`config.mk`:
```
export PLATFORM = sky130hd
export DESIGN_NAME = status_led_blink_code_sequencer_flat
export DESIGN_NICKNAME = d
export VERILOG_FILES = /design/src/sv/slbc_pkg.sv /design/src/sv/slbc_if.sv /design/src/sv/status_led_blink_code_sequencer.sv /design/src/sv/slbc_rem_unit.sv /design/src/flat_wrapper.sv
export SDC_FILE = /design/constraint.sdc
export NUM_CORES = 1
export LEC_CHECK = 0
export ABC_AREA = 1
export BUFFER_PORTS_ARGS = -buffer_cell sky130_fd_sc_hd__buf_2
export CAP_MARGIN = 20
export CELL_PAD_IN_SITES_DETAIL_PLACEMENT = 1
export CELL_PAD_IN_SITES_GLOBAL_PLACEMENT = 2
export CORE_UTILIZATION = 38
export CTS_CLUSTER_SIZE = 8
export DETAILED_ROUTE_END_ITERATION = 10
export GPL_TIMING_DRIVEN = 0
export PLACE_DENSITY = 0.88
export SYNTH_ARGS = -nofsm -noshare
export SYNTH_HDL_FRONTEND = slang
export SYNTH_SLANG_ARGS = --single-unit
```
`constraint.sdc`:
```
create_clock -name clk_i -period 6.5 [get_ports clk_i]
set_clock_uncertainty 0.1 [all_clocks]
set_input_delay 0.325 -clock clk_i [delete_from_list [all_inputs] [get_ports clk_i]]
set_output_delay 0.325 -clock clk_i [all_outputs]
set_load 0.01 [all_outputs]
```
`src/sv/slbc_pkg.sv`:
```
// ----------------------------------------------------------------------------
// slbc_pkg
// Shared types and constants of the status LED blink code sequencer.
// ----------------------------------------------------------------------------
package slbc_pkg;

  localparam int unsigned TIME_BITS_DEF = 32;
  localparam int unsigned NOW_W         = 32;
  localparam int unsigned CFG_W         = 16;
  localparam int unsigned CFG_IDX_W     = 2;

  // configuration register indexes
  localparam logic [CFG_IDX_W-1:0] REG_PULSE_ON  = 2'd0;
  localparam logic [CFG_IDX_W-1:0] REG_PULSE_GAP = 2'd1;
  localparam logic [CFG_IDX_W-1:0] REG_PERIOD    = 2'd2;

  localparam logic [CFG_W-1:0] PULSE_ON_RST  = 16'd100;
  localparam logic [CFG_W-1:0] PULSE_GAP_RST = 16'd100;
  localparam logic [CFG_W-1:0] PERIOD_RST    = 16'd1000;

  // link codes
  localparam logic [1:0] CODE_BOTH   = 2'd0;
  localparam logic [1:0] CODE_NONE   = 2'd1;
  localparam logic [1:0] CODE_BUTTON = 2'd2;
  localparam logic [1:0] CODE_STALK  = 2'd3;

  // action kinds
  localparam logic [1:0] ACT_SINGLE = 2'd0;
  localparam logic [1:0] ACT_DOUBLE = 2'd1;

  // overlay kinds
  localparam logic [1:0] OVL_NONE   = 2'd0;
  localparam logic [1:0] OVL_SINGLE = 2'd1;
  localparam logic [1:0] OVL_DOUBLE = 2'd2;
  localparam logic [1:0] OVL_LONG   = 2'd3;

  // overlay timing in ms
  localparam logic [15:0] OVL_SINGLE_END_MS = 16'd100;
  localparam logic [15:0] OVL_DOUBLE_ON_MS  = 16'd100;
  localparam logic [15:0] OVL_DOUBLE_OFF_MS = 16'd200;
  localparam logic [15:0] OVL_DOUBLE_END_MS = 16'd300;
  localparam logic [15:0] OVL_LONG_END_MS   = 16'd500;

  typedef struct packed {
    logic             func;
    logic [NOW_W-1:0] now_ms;
    logic [1:0]       action_kind;
    logic             button_ready;
    logic             stalk_ready;
  } slbc_item_t;

  typedef struct packed {
    logic       led_on;
    logic       overlay_active;
    logic [1:0] link_code;
  } slbc_result_t;

endpackage

```
`src/sv/slbc_if.sv`:
```
// ----------------------------------------------------------------------------
// slbc_if
// Valid/ready channels for input words and result words.
// ----------------------------------------------------------------------------
interface slbc_item_if import slbc_pkg::*; ();
  logic       valid;
  logic       ready;
  slbc_item_t data;

  modport source (output valid, output data, input ready);
  modport sink   (input valid, input data, output ready);
endinterface

interface slbc_result_if import slbc_pkg::*; ();
  logic         valid;
  logic         ready;
  slbc_result_t data;

  modport source (output valid, output data, input ready);
  modport sink   (input valid, input data, output ready);
endinterface

```
`src/sv/status_led_blink_code_sequencer.sv`:
```
// ----------------------------------------------------------------------------
// status_led_blink_code_sequencer
// Drives one status LED from timestamped action and update words.
// ----------------------------------------------------------------------------
// item_i is a valid/ready sink of input words, result_o a valid/ready source
// of result words, one result word per input word, in order. Registers
// (pulse on time, pulse gap, pattern period) are written through cfg_we_i,
// cfg_idx_i and cfg_data_i; the user must write them only while no word is
// in flight; the block itself does not enforce it. Action words and updates
// that fall inside a running overlay pass PREP and OUT before the result
// register loads; updates that show solid on take the same path. Updates
// that show a pulse code pass PREP, DIV, EVAL and OUT: the position within
// the pattern period comes from a bit-serial remainder unit that handles
// one time bit a cycle. Updates with a zero period skip it and pass PREP,
// EVAL and OUT. One word is in work at a time, and item_i.ready is low
// while it is; it rises again as the result register loads.
// A finished result waits in an output register; the next word is taken
// meanwhile and holds in its last step until the register is free.
// Reset clears the overlay, shows code both ready with zero time stamps and
// loads the register defaults (100, 100, 1000 ms).
// ----------------------------------------------------------------------------
module status_led_blink_code_sequencer import slbc_pkg::*; #(
  parameter int unsigned TIME_BITS = TIME_BITS_DEF
) (
  input  logic                 clk_i,
  input  logic                 rst_ni,
  slbc_item_if.sink            item_i,
  slbc_result_if.source        result_o,
  input  logic                 cfg_we_i,
  input  logic [CFG_IDX_W-1:0] cfg_idx_i,
  input  logic [CFG_W-1:0]     cfg_data_i
);

  localparam int unsigned CMP_W = (TIME_BITS > CFG_W + 3) ? TIME_BITS : CFG_W + 3;

  localparam logic [2:0] ST_IDLE = 3'd0;
  localparam logic [2:0] ST_PREP = 3'd1;
  localparam logic [2:0] ST_DIV  = 3'd2;
  localparam logic [2:0] ST_EVAL = 3'd3;
  localparam logic [2:0] ST_OUT  = 3'd4;

  logic [2:0]           state_q;
  slbc_item_t           item_q;
  logic [1:0]           ovl_kind_q;
  logic [TIME_BITS-1:0] ovl_start_q;
  logic [1:0]           shown_q;
  logic [TIME_BITS-1:0] code_start_q;
  logic [TIME_BITS-1:0] pos_q;
  slbc_result_t         pend_q;
  slbc_result_t         res_q;
  logic                 res_valid_q;
  logic [CFG_W-1:0]     on_q;
  logic [CFG_W-1:0]     gap_q;
  logic [CFG_W-1:0]     period_q;

  logic [TIME_BITS-1:0] now_t;
  logic [TIME_BITS-1:0] ovl_el;
  logic                 ovl_done;
  logic                 ovl_lit;
  logic                 ovl_running;
  logic [1:0]           new_code;
  logic [1:0]           act_ovl;
  logic                 code_changed;
  logic [TIME_BITS-1:0] code_el;
  logic                 div_start;
  logic                 div_done;
  logic [CFG_W-1:0]     div_rem;
  logic [CMP_W-1:0]     pos_x;
  logic [CMP_W-1:0]     win_x;
  logic [CMP_W-1:0]     win2_x;
  logic [CMP_W-1:0]     lim_x;
  logic [CMP_W-1:0]     red_x;
  logic                 eval_lit;
  logic                 res_free;

  // overlay and link code decisions for the held word
  always_comb begin
    now_t  = TIME_BITS'(item_q.now_ms);
    ovl_el = now_t - ovl_start_q;
    ovl_lit = 1'b0;
    unique case (ovl_kind_q)
      OVL_SINGLE: ovl_done = ovl_el >= TIME_BITS'(OVL_SINGLE_END_MS);
      OVL_DOUBLE: begin
        ovl_done = ovl_el >= TIME_BITS'(OVL_DOUBLE_END_MS);
        ovl_lit  = (ovl_el >= TIME_BITS'(OVL_DOUBLE_ON_MS)) &&
                   (ovl_el <  TIME_BITS'(OVL_DOUBLE_OFF_MS));
      end
      OVL_LONG:   ovl_done = ovl_el >= TIME_BITS'(OVL_LONG_END_MS);
      default:    ovl_done = 1'b1;
    endcase
    ovl_running = (ovl_kind_q != OVL_NONE) && !ovl_done;

    priority if (item_q.button_ready && item_q.stalk_ready) new_code = CODE_BOTH;
    else if (item_q.button_ready)                           new_code = CODE_BUTTON;
    else if (item_q.stalk_ready)                            new_code = CODE_STALK;
    else                                                    new_code = CODE_NONE;

    priority if (item_q.action_kind == ACT_SINGLE) act_ovl = OVL_SINGLE;
    else if (item_q.action_kind == ACT_DOUBLE)     act_ovl = OVL_DOUBLE;
    else                                           act_ovl = OVL_LONG;

    code_changed = new_code != shown_q;
    code_el      = code_changed ? '0 : (now_t - code_start_q);
    div_start    = (state_q == ST_PREP) && !item_q.func && !ovl_running &&
                   (new_code != CODE_BOTH) && (period_q != '0);
  end

  // pulse window check on the position within the period
  always_comb begin
    pos_x  = CMP_W'(pos_q);
    win_x  = CMP_W'(on_q) + CMP_W'(gap_q);
    win2_x = {win_x[CMP_W-2:0], 1'b0};
    unique case (shown_q)
      CODE_NONE:   lim_x = win_x;
      CODE_BUTTON: lim_x = win2_x;
      default:     lim_x = win2_x + win_x;
    endcase
    priority if (pos_x >= win2_x) red_x = pos_x - win2_x;
    else if (pos_x >= win_x)      red_x = pos_x - win_x;
    else                          red_x = pos_x;
    eval_lit = (win_x != '0) && (pos_x < lim_x) && (red_x < CMP_W'(on_q));
  end

  slbc_rem_unit #(
    .TIME_BITS (TIME_BITS)
  ) u_rem (
    .clk_i      (clk_i),
    .rst_ni     (rst_ni),
    .start_i    (div_start),
    .dividend_i (code_el),
    .divisor_i  (period_q),
    .done_o     (div_done),
    .rem_o      (div_rem)
  );

  assign res_free = !res_valid_q || result_o.ready;

  always_ff @(posedge clk_i or negedge rst_ni) begin
    if (!rst_ni) begin
      state_q      <= ST_IDLE;
      ovl_kind_q   <= OVL_NONE;
      ovl_start_q  <= '0;
      shown_q      <= CODE_BOTH;
      code_start_q <= '0;
      res_valid_q  <= 1'b0;
      on_q         <= PULSE_ON_RST;
      gap_q        <= PULSE_GAP_RST;
      period_q     <= PERIOD_RST;
    end else begin
      if (cfg_we_i) begin
        unique case (cfg_idx_i)
          REG_PULSE_ON:  on_q     <= cfg_data_i;
          REG_PULSE_GAP: gap_q    <= cfg_data_i;
          REG_PERIOD:    period_q <= cfg_data_i;
          default: ;
        endcase
      end

      if (state_q == ST_OUT && res_free) begin
        res_valid_q <= 1'b1;
      end else if (res_valid_q && result_o.ready) begin
        res_valid_q <= 1'b0;
      end

      unique case (state_q)
        ST_IDLE: begin
          if (item_i.valid) begin
            state_q <= ST_PREP;
          end
        end
        ST_PREP: begin
          if (item_q.func) begin
            ovl_kind_q  <= act_ovl;
            ovl_start_q <= now_t;
            state_q     <= ST_OUT;
          end else if (ovl_running) begin
            state_q <= ST_OUT;
          end else begin
            ovl_kind_q <= OVL_NONE;
            shown_q    <= new_code;
            if (code_changed) begin
              code_start_q <= now_t;
            end
            if (new_code == CODE_BOTH) begin
              state_q <= ST_OUT;
            end else if (period_q == '0) begin
              state_q <= ST_EVAL;
            end else begin
              state_q <= ST_DIV;
            end
          end
        end
        ST_DIV: begin
          if (div_done) begin
            state_q <= ST_EVAL;
          end
        end
        ST_EVAL: begin
          state_q <= ST_OUT;
        end
        ST_OUT: begin
          if (res_free) begin
            state_q <= ST_IDLE;
          end
        end
        default: state_q <= ST_IDLE;
      endcase
    end
  end

  // payload registers
  always_ff @(posedge clk_i) begin
    if (state_q == ST_IDLE && item_i.valid) begin
      item_q <= item_i.data;
    end
    if (state_q == ST_PREP) begin
      pos_q <= code_el;
      if (item_q.func) begin
        pend_q <= '{led_on: 1'b0, overlay_active: 1'b1, link_code: shown_q};
      end else if (ovl_running) begin
        pend_q <= '{led_on: ovl_lit, overlay_active: 1'b1, link_code: shown_q};
      end else begin
        pend_q <= '{led_on: 1'b1, overlay_active: 1'b0, link_code: new_code};
      end
    end
    if (state_q == ST_DIV && div_done) begin
      pos_q <= TIME_BITS'(div_rem);
    end
    if (state_q == ST_EVAL) begin
      pend_q <= '{led_on: eval_lit, overlay_active: 1'b0, link_code: shown_q};
    end
    if (state_q == ST_OUT && res_free) begin
      res_q <= pend_q;
    end
  end

  assign item_i.ready   = state_q == ST_IDLE;
  assign result_o.valid = res_valid_q;
  assign result_o.data  = res_q;

  a_div_only_with_period: assert property (
    @(posedge clk_i) disable iff (!rst_ni)
    state_q == ST_DIV |-> period_q != '0
  ) else $error("remainder running with zero period");

  a_div_done_to_eval: assert property (
    @(posedge clk_i) disable iff (!rst_ni)
    state_q == ST_DIV && div_done |=> state_q == ST_EVAL
  ) else $error("remainder result not taken");

  a_action_sets_overlay: assert property (
    @(posedge clk_i) disable iff (!rst_ni)
    state_q == ST_PREP && item_q.func |=> ovl_kind_q != OVL_NONE
  ) else $error("action word left no overlay");

  a_both_ready_lit: assert property (
    @(posedge clk_i) disable iff (!rst_ni)
    res_valid_q && !res_q.overlay_active && res_q.link_code == CODE_BOTH |-> res_q.led_on
  ) else $error("both links ready but led dark");

endmodule

```
`src/sv/slbc_rem_unit.sv`:
```
// ----------------------------------------------------------------------------
// slbc_rem_unit
// Bit-serial restoring remainder of a time value by a 16-bit period,
// one dividend bit per cycle.
// ----------------------------------------------------------------------------
module slbc_rem_unit import slbc_pkg::*; #(
  parameter int unsigned TIME_BITS = TIME_BITS_DEF
) (
  input  logic                 clk_i,
  input  logic                 rst_ni,
  input  logic                 start_i,
  input  logic [TIME_BITS-1:0] dividend_i,
  input  logic [CFG_W-1:0]     divisor_i,
  output logic                 done_o,
  output logic [CFG_W-1:0]     rem_o
);

  localparam int unsigned CNT_W = $clog2(TIME_BITS + 1);

  logic                 busy_q;
  logic                 done_q;
  logic [CNT_W-1:0]     cnt_q;
  logic [TIME_BITS-1:0] dvd_q;
  logic [CFG_W-1:0]     div_q;
  logic [CFG_W-1:0]     rem_q;
  logic [CFG_W:0]       trial;
  logic [CFG_W:0]       diff;
  logic [CFG_W-1:0]     rem_d;

  always_comb begin
    trial = {rem_q, dvd_q[TIME_BITS-1]};
    diff  = trial - {1'b0, div_q};
    rem_d = (trial >= {1'b0, div_q}) ? diff[CFG_W-1:0] : trial[CFG_W-1:0];
  end

  always_ff @(posedge clk_i or negedge rst_ni) begin
    if (!rst_ni) begin
      busy_q <= 1'b0;
      done_q <= 1'b0;
      cnt_q  <= '0;
    end else begin
      done_q <= 1'b0;
      if (start_i) begin
        busy_q <= 1'b1;
        cnt_q  <= CNT_W'(TIME_BITS);
      end else if (busy_q) begin
        cnt_q <= cnt_q - 1'b1;
        if (cnt_q == CNT_W'(1)) begin
          busy_q <= 1'b0;
          done_q <= 1'b1;
        end
      end
    end
  end

  always_ff @(posedge clk_i) begin
    if (start_i) begin
      dvd_q <= dividend_i;
      div_q <= divisor_i;
      rem_q <= '0;
    end else if (busy_q) begin
      dvd_q <= {dvd_q[TIME_BITS-2:0], 1'b0};
      rem_q <= rem_d;
    end
  end

  assign done_o = done_q;
  assign rem_o  = rem_q;

endmodule
```
`src/flat_wrapper.sv`:
```
// flat-port wrapper written by rule: the top's interface ports become plain ports
module status_led_blink_code_sequencer_flat import slbc_pkg::*;
#(
  parameter int unsigned TIME_BITS = TIME_BITS_DEF
)
  (clk_i, rst_ni, cfg_we_i, cfg_idx_i, cfg_data_i, item_i_valid, item_i_data, item_i_ready, result_o_valid, result_o_data, result_o_ready);
  slbc_item_if item_i_i ();
  slbc_result_if result_o_i ();
  input  logic clk_i;
  input  logic rst_ni;
  input  logic cfg_we_i;
  input  logic [CFG_IDX_W-1:0] cfg_idx_i;
  input  logic [CFG_W-1:0] cfg_data_i;
  input wire logic [$bits(item_i_i.valid)-1:0] item_i_valid;
  input wire logic [$bits(item_i_i.data)-1:0] item_i_data;
  output wire logic [$bits(item_i_i.ready)-1:0] item_i_ready;
  output wire logic [$bits(result_o_i.valid)-1:0] result_o_valid;
  output wire logic [$bits(result_o_i.data)-1:0] result_o_data;
  input wire logic [$bits(result_o_i.ready)-1:0] result_o_ready;
  assign item_i_i.valid = item_i_valid;
  assign item_i_i.data = item_i_data;
  assign item_i_ready = item_i_i.ready;
  assign result_o_valid = result_o_i.valid;
  assign result_o_data = result_o_i.data;
  assign result_o_i.ready = result_o_ready;
  status_led_blink_code_sequencer #(.TIME_BITS(TIME_BITS)) u_core (.clk_i(clk_i), .rst_ni(rst_ni), .item_i(item_i_i), .result_o(result_o_i), .cfg_we_i(cfg_we_i), .cfg_idx_i(cfg_idx_i), .cfg_data_i(cfg_data_i));
endmodule
```
==> flow_metrics.py, run 1 <==
metrics = {
    "status": {
        "status": "complete, no violations",
    },
    "logic_synthesis": {
        "yosysWarnings": 0,
        "avgSynthCellArea_sq_um": 7.55,
        "syn-num-nets": 2948,
        "yosys.area_share.simple_pct": 22.4,
        "synthDistinctLibCells": 65,
        "synth_top_area_share_pct": 15.9,
        "synth.top_cells.by_area": "edfxtp_1 16%, dfrtp_1 14%, ha_1 11%",
        "synthArstFlopShare_pct": 47.6,
        "synthMuxAreaShare_pct": 0.0553,
        "synth_top_family_by_area": "simple AND/OR/NAND/NOR gates",
        "synth_compound_area_share_pct": 16.9,
        "yosys.area_share.adder_pct": 12.0,
        "synth_top_cell_by_area": "edfxtp_1",
        "synth-main-ff-cell": "dfrtp_1",
        "synthXorXnorAreaFrac_pct": 4.86,
        "syn_area_sq_um": 20400,
        "synth_edf_count": 108,
        "netlist_instances": 2697,
        "ys_ff_latch": 269,
        "ys_seq_area_share_pct": 35.0,
    },
    "global_routing": {
        "track_usage_pct": 25.7,
        "grt_pass1_wl_mm": 109,
        "grt_pass1_vias": 20244,
        "grt_overflow": 0,
        "antenna_found_initial": 1,
        "grt_max_degree": 81,
    },
    "route": {
        "drtAntennaViolNets": 0,
        "via_per_inst": 5.30,
        "drc": 0,
        "routed_wl_mm": 68.8,
        "vias": 19059,
        "drtIter0Drc": 917,
        "wl_per_cell_um": 19.1,
        "drt_first_pass_iters": 5,
    },
    "die": {
        "initial_utilization_pct": 38.6,
        "chipHeight_um": 233,
        "dieArea_sq_um": 54500,
        "boundaryPins": 66,
        "fp.dieW_um": 233,
        "core-area_sq_um": 52800,
        "rows": 84,
    },
    "setup_path": {
        "worstPathArrival_ns": 6.46,
        "cp_data_required_time_ns": 6.80,
        "critPathKind": "reg -> reg",
        "cp_common_cell": "nand2_1",
        "cp_slowest_cell": "dfstp_2",
        "r2r_slack_ns": 0.35,
        "crit_fanout": 14,
        "worst_setup_path_end_kind": "register",
        "critPathMaxStageDelay_ns": 0.55,
        "cp-start-kind": "register",
    },
    "cts": {
        "path_clk_slew_ns": 0.05,
        "cts_sinks": 269,
        "cts-root-buf": "clkbuf_16",
        "cts_buffers": 40,
        "clkLatencyLatePin_ns": 0.55,
        "cts_buffer_depth": 3,
        "cts_tree": "done",
        "htreeDepth": 2,
    },
    "layout": {
        "drive_gt1_share_pct": 10.6,
        "final-seq-area_sq_um": 7120,
        "final_common_cell": "nand2_1",
        "area_growth_pct": 16.8,
        "multi_input_area_sq_um": 11700,
        "final_cell_mix": "570 x nand2_1, 375 x inv_1, 230 x nor2_1",
        "nets": 3127,
        "fill_cells": 6568,
    },
    "run": {
        "maxCapViolCount": 0,
    },
    "timing": {
        "slew_viol_final": 0,
        "worst_pin_slew_ns": 1.06,
        "maxClockFrequency_mhz": 162,
        "period_share_pct": 94.7,
        "worst_slack_ns": 0.345,
        "setup_violations": 0,
        "fin_crit_ns": 6.15,
        "rsz0062_at_grt": "no",
        "max_slew_margin_pct": 29.0,
        "hold_viol_final": 0,
    },
    "place": {
        "port_buffers": 65,
        "routabilityCongestion": 1.03,
        "dp_slack_ns": -0.780,
        "hpwl_mm": 55.5,
    },
    "min_path": {
        "holdCritPathClass": "in -> reg",
    },
}
[final timing paths]
kind | endpoint | cells after the start | start
max in group asynchronous | u_core.state_q[2]$_DFFE_PN0P_ | 3 | rst_ni
min in group asynchronous | u_core.period_q[10]$_DFFE_PN0P_ | 2 | rst_ni
worst max-delay path | u_core.pend_q[3]$_DFFE_PP_ | 39 | u_core.on_q[2]$_DFFE_PN1P_
worst max register to register | u_core.pend_q[3]$_DFFE_PP_ | 39 | u_core.on_q[2]$_DFFE_PN1P_
worst min register to register | u_core.result_o.data[1]$_DFFE_PP_ | 0 | u_core.pend_q[1]$_DFFE_PP_
worst min-delay path | u_core.period_q[12]$_DFFE_PN0P_ | 3 | cfg_data_i[12]
[routing by layer]
layer / global-route usage, % / share of wire (%)
met5: 0 / 0
met4: 8.32 / 3.0
met3: 1.79 / 2.5
met2: 46.6 / 50
met1: 32.1 / 44
[critical path: cells and delay by family (launching register included)]
family | cells | cell delay (ns)
simple gates | 24 | 2.52
fa+ha+maj | 3 | 0.96
compound gates | 6 | 0.87
buf+inv | 5 | 0.83
flops | 1 | 0.55
xor+xnor | 1 | 0.17
[registers in the layout, summed over array words and instances (netlist names), 3 cells and up]
| signal | flops |
|---|---|
| u_core.u_rem.div_q | 16 |
| u_core.result_o.data | 4 |
| u_core.u_rem.rem_o | 16 |
| u_core.code_start_q | 32 |
| u_core.pos_q | 32 |
| u_core.u_rem.dvd_q | 32 |
| u_core.pend_q | 4 |
| u_core.now_t | 32 |
| u_core.on_q | 16 |
| u_core.period_q | 16 |
| u_core.gap_q | 16 |
| u_core.item_q | 5 |
| u_core.u_rem.cnt_q | 6 |
| u_core.state_q | 3 |
| u_core.ovl_start_q | 32 |
[cell families after synthesis]
logic type	Yosys count
AOI/OAI and AO/OA	617
buffers and inverters	449
muxes	1
adders and majority gates	191
xor gates and xnor gates	112
and+or+nand+nor	1058
DFF	269
[through the flow]
step	TNS, ns	cell area [sq um]	utilization [%]	instances	hold WS, ns
floorplan	0	20400	-	2697	-0.0706
global placement	-7.80	21500	40.8	3450	0.308
detailed placement	-0.780	21700	41.1	3458	0.197
CTS	0	23500	44.6	3585	0.00202
global route	0	23800	45.1	3595	0.0142
finish	0	23800	45.1	3595	0.0158
[area by class of cell]
type / instances / share of cell area (%)
Tap cell: 688 / 3.62
Timing Repair Buffer: 139 / 4.40
Clock inverter: 6 / 0.358
Multi-Input combinational cell: 1979 / 49.4
Inverter: 390 / 6.20
Sequential cell: 269 / 29.9
Antenna cell: 1 / 0.0105
Clock buffer: 66 / 4.62
Buffer: 57 / 1.46
[synth_stat cells (all sizes together), types with 18 or more instances]
master / count
dfxtp: 33
nor3: 30
ha: 184
nand2: 594
xnor2: 46
dfrtp: 116
edfxtp: 108
o21ai: 273
a21oi: 226
xor2: 66
nand4: 37
inv: 389
clkbuf: 33
nor2: 247
buf: 26
o211ai: 18
o22ai: 25
nand3: 119
[timing repair]
item | 4_1_cts | 5_1_grt
hold buffers | 43 | 0
gates resized for setup | 27 | 57
pin swaps | 5 | 17
setup endpoints to repair | 1 | 1
endpoints found under the hold margin | 93 | 0
setup buffers | 12 | 11
Power of run 1 is left out: the tool's default activity adds up to more than one toggle a clock period on the data nets, which glitch-free logic cannot reach.
==> inputs of run 2 (changes only) <==
--- a/config.mk
+++ b/config.mk
@@ -8,13 +8,11 @@
 export ABC_AREA = 1
 export BUFFER_PORTS_ARGS = -buffer_cell sky130_fd_sc_hd__buf_2
 export CAP_MARGIN = 20
-export CELL_PAD_IN_SITES_DETAIL_PLACEMENT = 1
-export CELL_PAD_IN_SITES_GLOBAL_PLACEMENT = 2
-export CORE_UTILIZATION = 38
+export CORE_UTILIZATION = 55
 export CTS_CLUSTER_SIZE = 8
 export DETAILED_ROUTE_END_ITERATION = 10
 export GPL_TIMING_DRIVEN = 0
-export PLACE_DENSITY = 0.88
+export PLACE_DENSITY = 0.78
 export SYNTH_ARGS = -nofsm -noshare
 export SYNTH_HDL_FRONTEND = slang
 export SYNTH_SLANG_ARGS = --single-unit
==> flow_metrics.py, run 2 (same netlist as run 1, synthesis figures left out) <==
metrics = {
    "layout": {
        "final_common_cell": "nand2_1",
        "drive_gt1_share_pct": 10.1,
        "final_cell_mix": "570 x nand2_1, 375 x inv_1, 232 x nor2_1",
        "area_growth_pct": 14.6,
        "diodes": 0,
        "nets": 3118,
        "design_area_sq_um": 23300,
    },
    "route": {
        "drtIter0Drc": 1525,
        "vias": 19117,
        "via_per_inst": 5.68,
        "drtAntennaViolNets": 0,
        "wl_per_cell_um": 17.4,
        "routed_wl_mm": 58.4,
        "drc": 2,
        "drt_first_pass_iters": 8,
    },
    "setup_path": {
        "cp_slowest_cell": "dfrtp_1",
        "worst_setup_path_end_kind": "register",
        "crit_family": "simple AND/OR/NAND/NOR gates",
        "critPathMaxStageDelay_ns": 0.41,
        "worst-path-buf-inv": 9,
        "crit_fanout": 10,
        "cp-start-kind": "register",
        "worstPathArrival_ns": 6.50,
        "critPathKind": "reg -> reg",
        "cp_data_required_time_ns": 6.78,
    },
    "timing": {
        "setup_violations": 0,
        "fin_crit_ns": 6.22,
        "hold_viol_final": 0,
        "worst_pin_slew_ns": 0.862,
        "period_share_pct": 95.6,
        "max_slew_margin_pct": 41.0,
        "maxClockFrequency_mhz": 161,
        "slew_viol_final": 0,
    },
    "cts": {
        "cts_sinks": 269,
        "cts-root-buf": "clkbuf_16",
        "path_clk_slew_ns": 0.05,
        "clkLatencyLatePin_ns": 0.54,
        "htreeDepth": 2,
        "cts_buffers": 40,
        "cts_buffer_depth": 3,
        "cts_tree": "done",
    },
    "place": {
        "hpwl_mm": 46.0,
        "routabilityCongestion": 0.999,
        "port_buffers": 65,
        "dpl-instance-area_sq_um": 21400,
    },
    "global_routing": {
        "grt_pass1_vias": 18516,
        "grt_pass1_wl_mm": 93.1,
        "track_usage_pct": 30.8,
        "antenna_found_initial": 0,
        "grt_overflow": 0,
        "grt_max_degree": 98,
    },
    "die": {
        "fp.dieW_um": 194,
        "dieArea_sq_um": 37800,
        "rows": 70,
        "core-area_sq_um": 36500,
        "initial_utilization_pct": 55.7,
        "chipHeight_um": 194,
        "boundaryPins": 66,
    },
    "run": {
        "maxCapViolCount": 0,
    },
    "status": {
        "violations": "design-rule violations",
        "status": "complete, but fails checks",
    },
    "min_path": {
        "holdCritPathClass": "in -> reg",
    },
}
[run 2: worst paths after layout]
path                                             from                                end  slack [ns]  depth (start not counted)
setup / recovery           u_core.on_q[0]$_DFFE_PN0P_         u_core.pend_q[3]$_DFFE_PP_        0.28                         37
hold / removal                         cfg_data_i[11]       u_core.gap_q[11]$_DFFE_PN0P_        0.02                          3
setup reg to reg           u_core.on_q[0]$_DFFE_PN0P_         u_core.pend_q[3]$_DFFE_PP_        0.28                         37
hold reg to reg            u_core.pend_q[0]$_DFFE_PP_  u_core.result_o.data[0]$_DFFE_PP_        0.32                          0
max in group asynchronous                      rst_ni         u_core.on_q[2]$_DFFE_PN1P_        5.29                          3
min in group asynchronous                      rst_ni      u_core.shown_q[1]$_DFFE_PN0P_        0.16                          2
[run 2: final cells by class]
type,count,area (sq um)
Inverter,390,1470
Clock inverter,5,40.0
Multi-Input combinational cell,1979,11700
Timing Repair Buffer,129,957
Sequential cell,269,7120
Clock buffer,66,1110
Fill cell,3132,13200
Buffer,58,337
Tap cell,468,586
[run 2: stage by stage]
stage	util [%]	worst slack (ns)	instances	hold slack, ns	setup TNS, ns
after floorplan	-	1.13	2697	-0.0706	0
after global placement	58.2	-0.461	3230	0.303	-0.461
after detailed placement	58.5	-0.530	3236	0.135	-0.530
after CTS	63.1	0.0107	3351	0.00446	0
after global routing	63.9	-0.0663	3364	0.0478	-0.0663
final	63.9	0.285	3364	0.0176	0
[run 2: what timing repair did]
item                                    4_1_cts  5_1_grt
endpoints found under the setup margin        1        1
setup buffers                                 5       13
hold buffers                                 39        0
gates resized for setup                      16       40
pin swaps                                     3       13
hold endpoints to repair                     69        0
[run 2: tightest hold or removal path, cell delays in order]
cell and delay, ns:
buf_2 0.07, inv_1 0.06, o21ai_0 0.15
[run 2: per-layer routing]
layer | track usage, % | vias to the layer above | part of all wire [%]
li1 | - | 9368 | -
met1 | 38.8 | 8969 | 42
met2 | 53.6 | 652 | 48
met3 | 3.18 | 128 | 5.6
met4 | 13.2 | 0 | 4.0
met5 | 0 | - | 0
Power of run 2 is left out for the same reason.
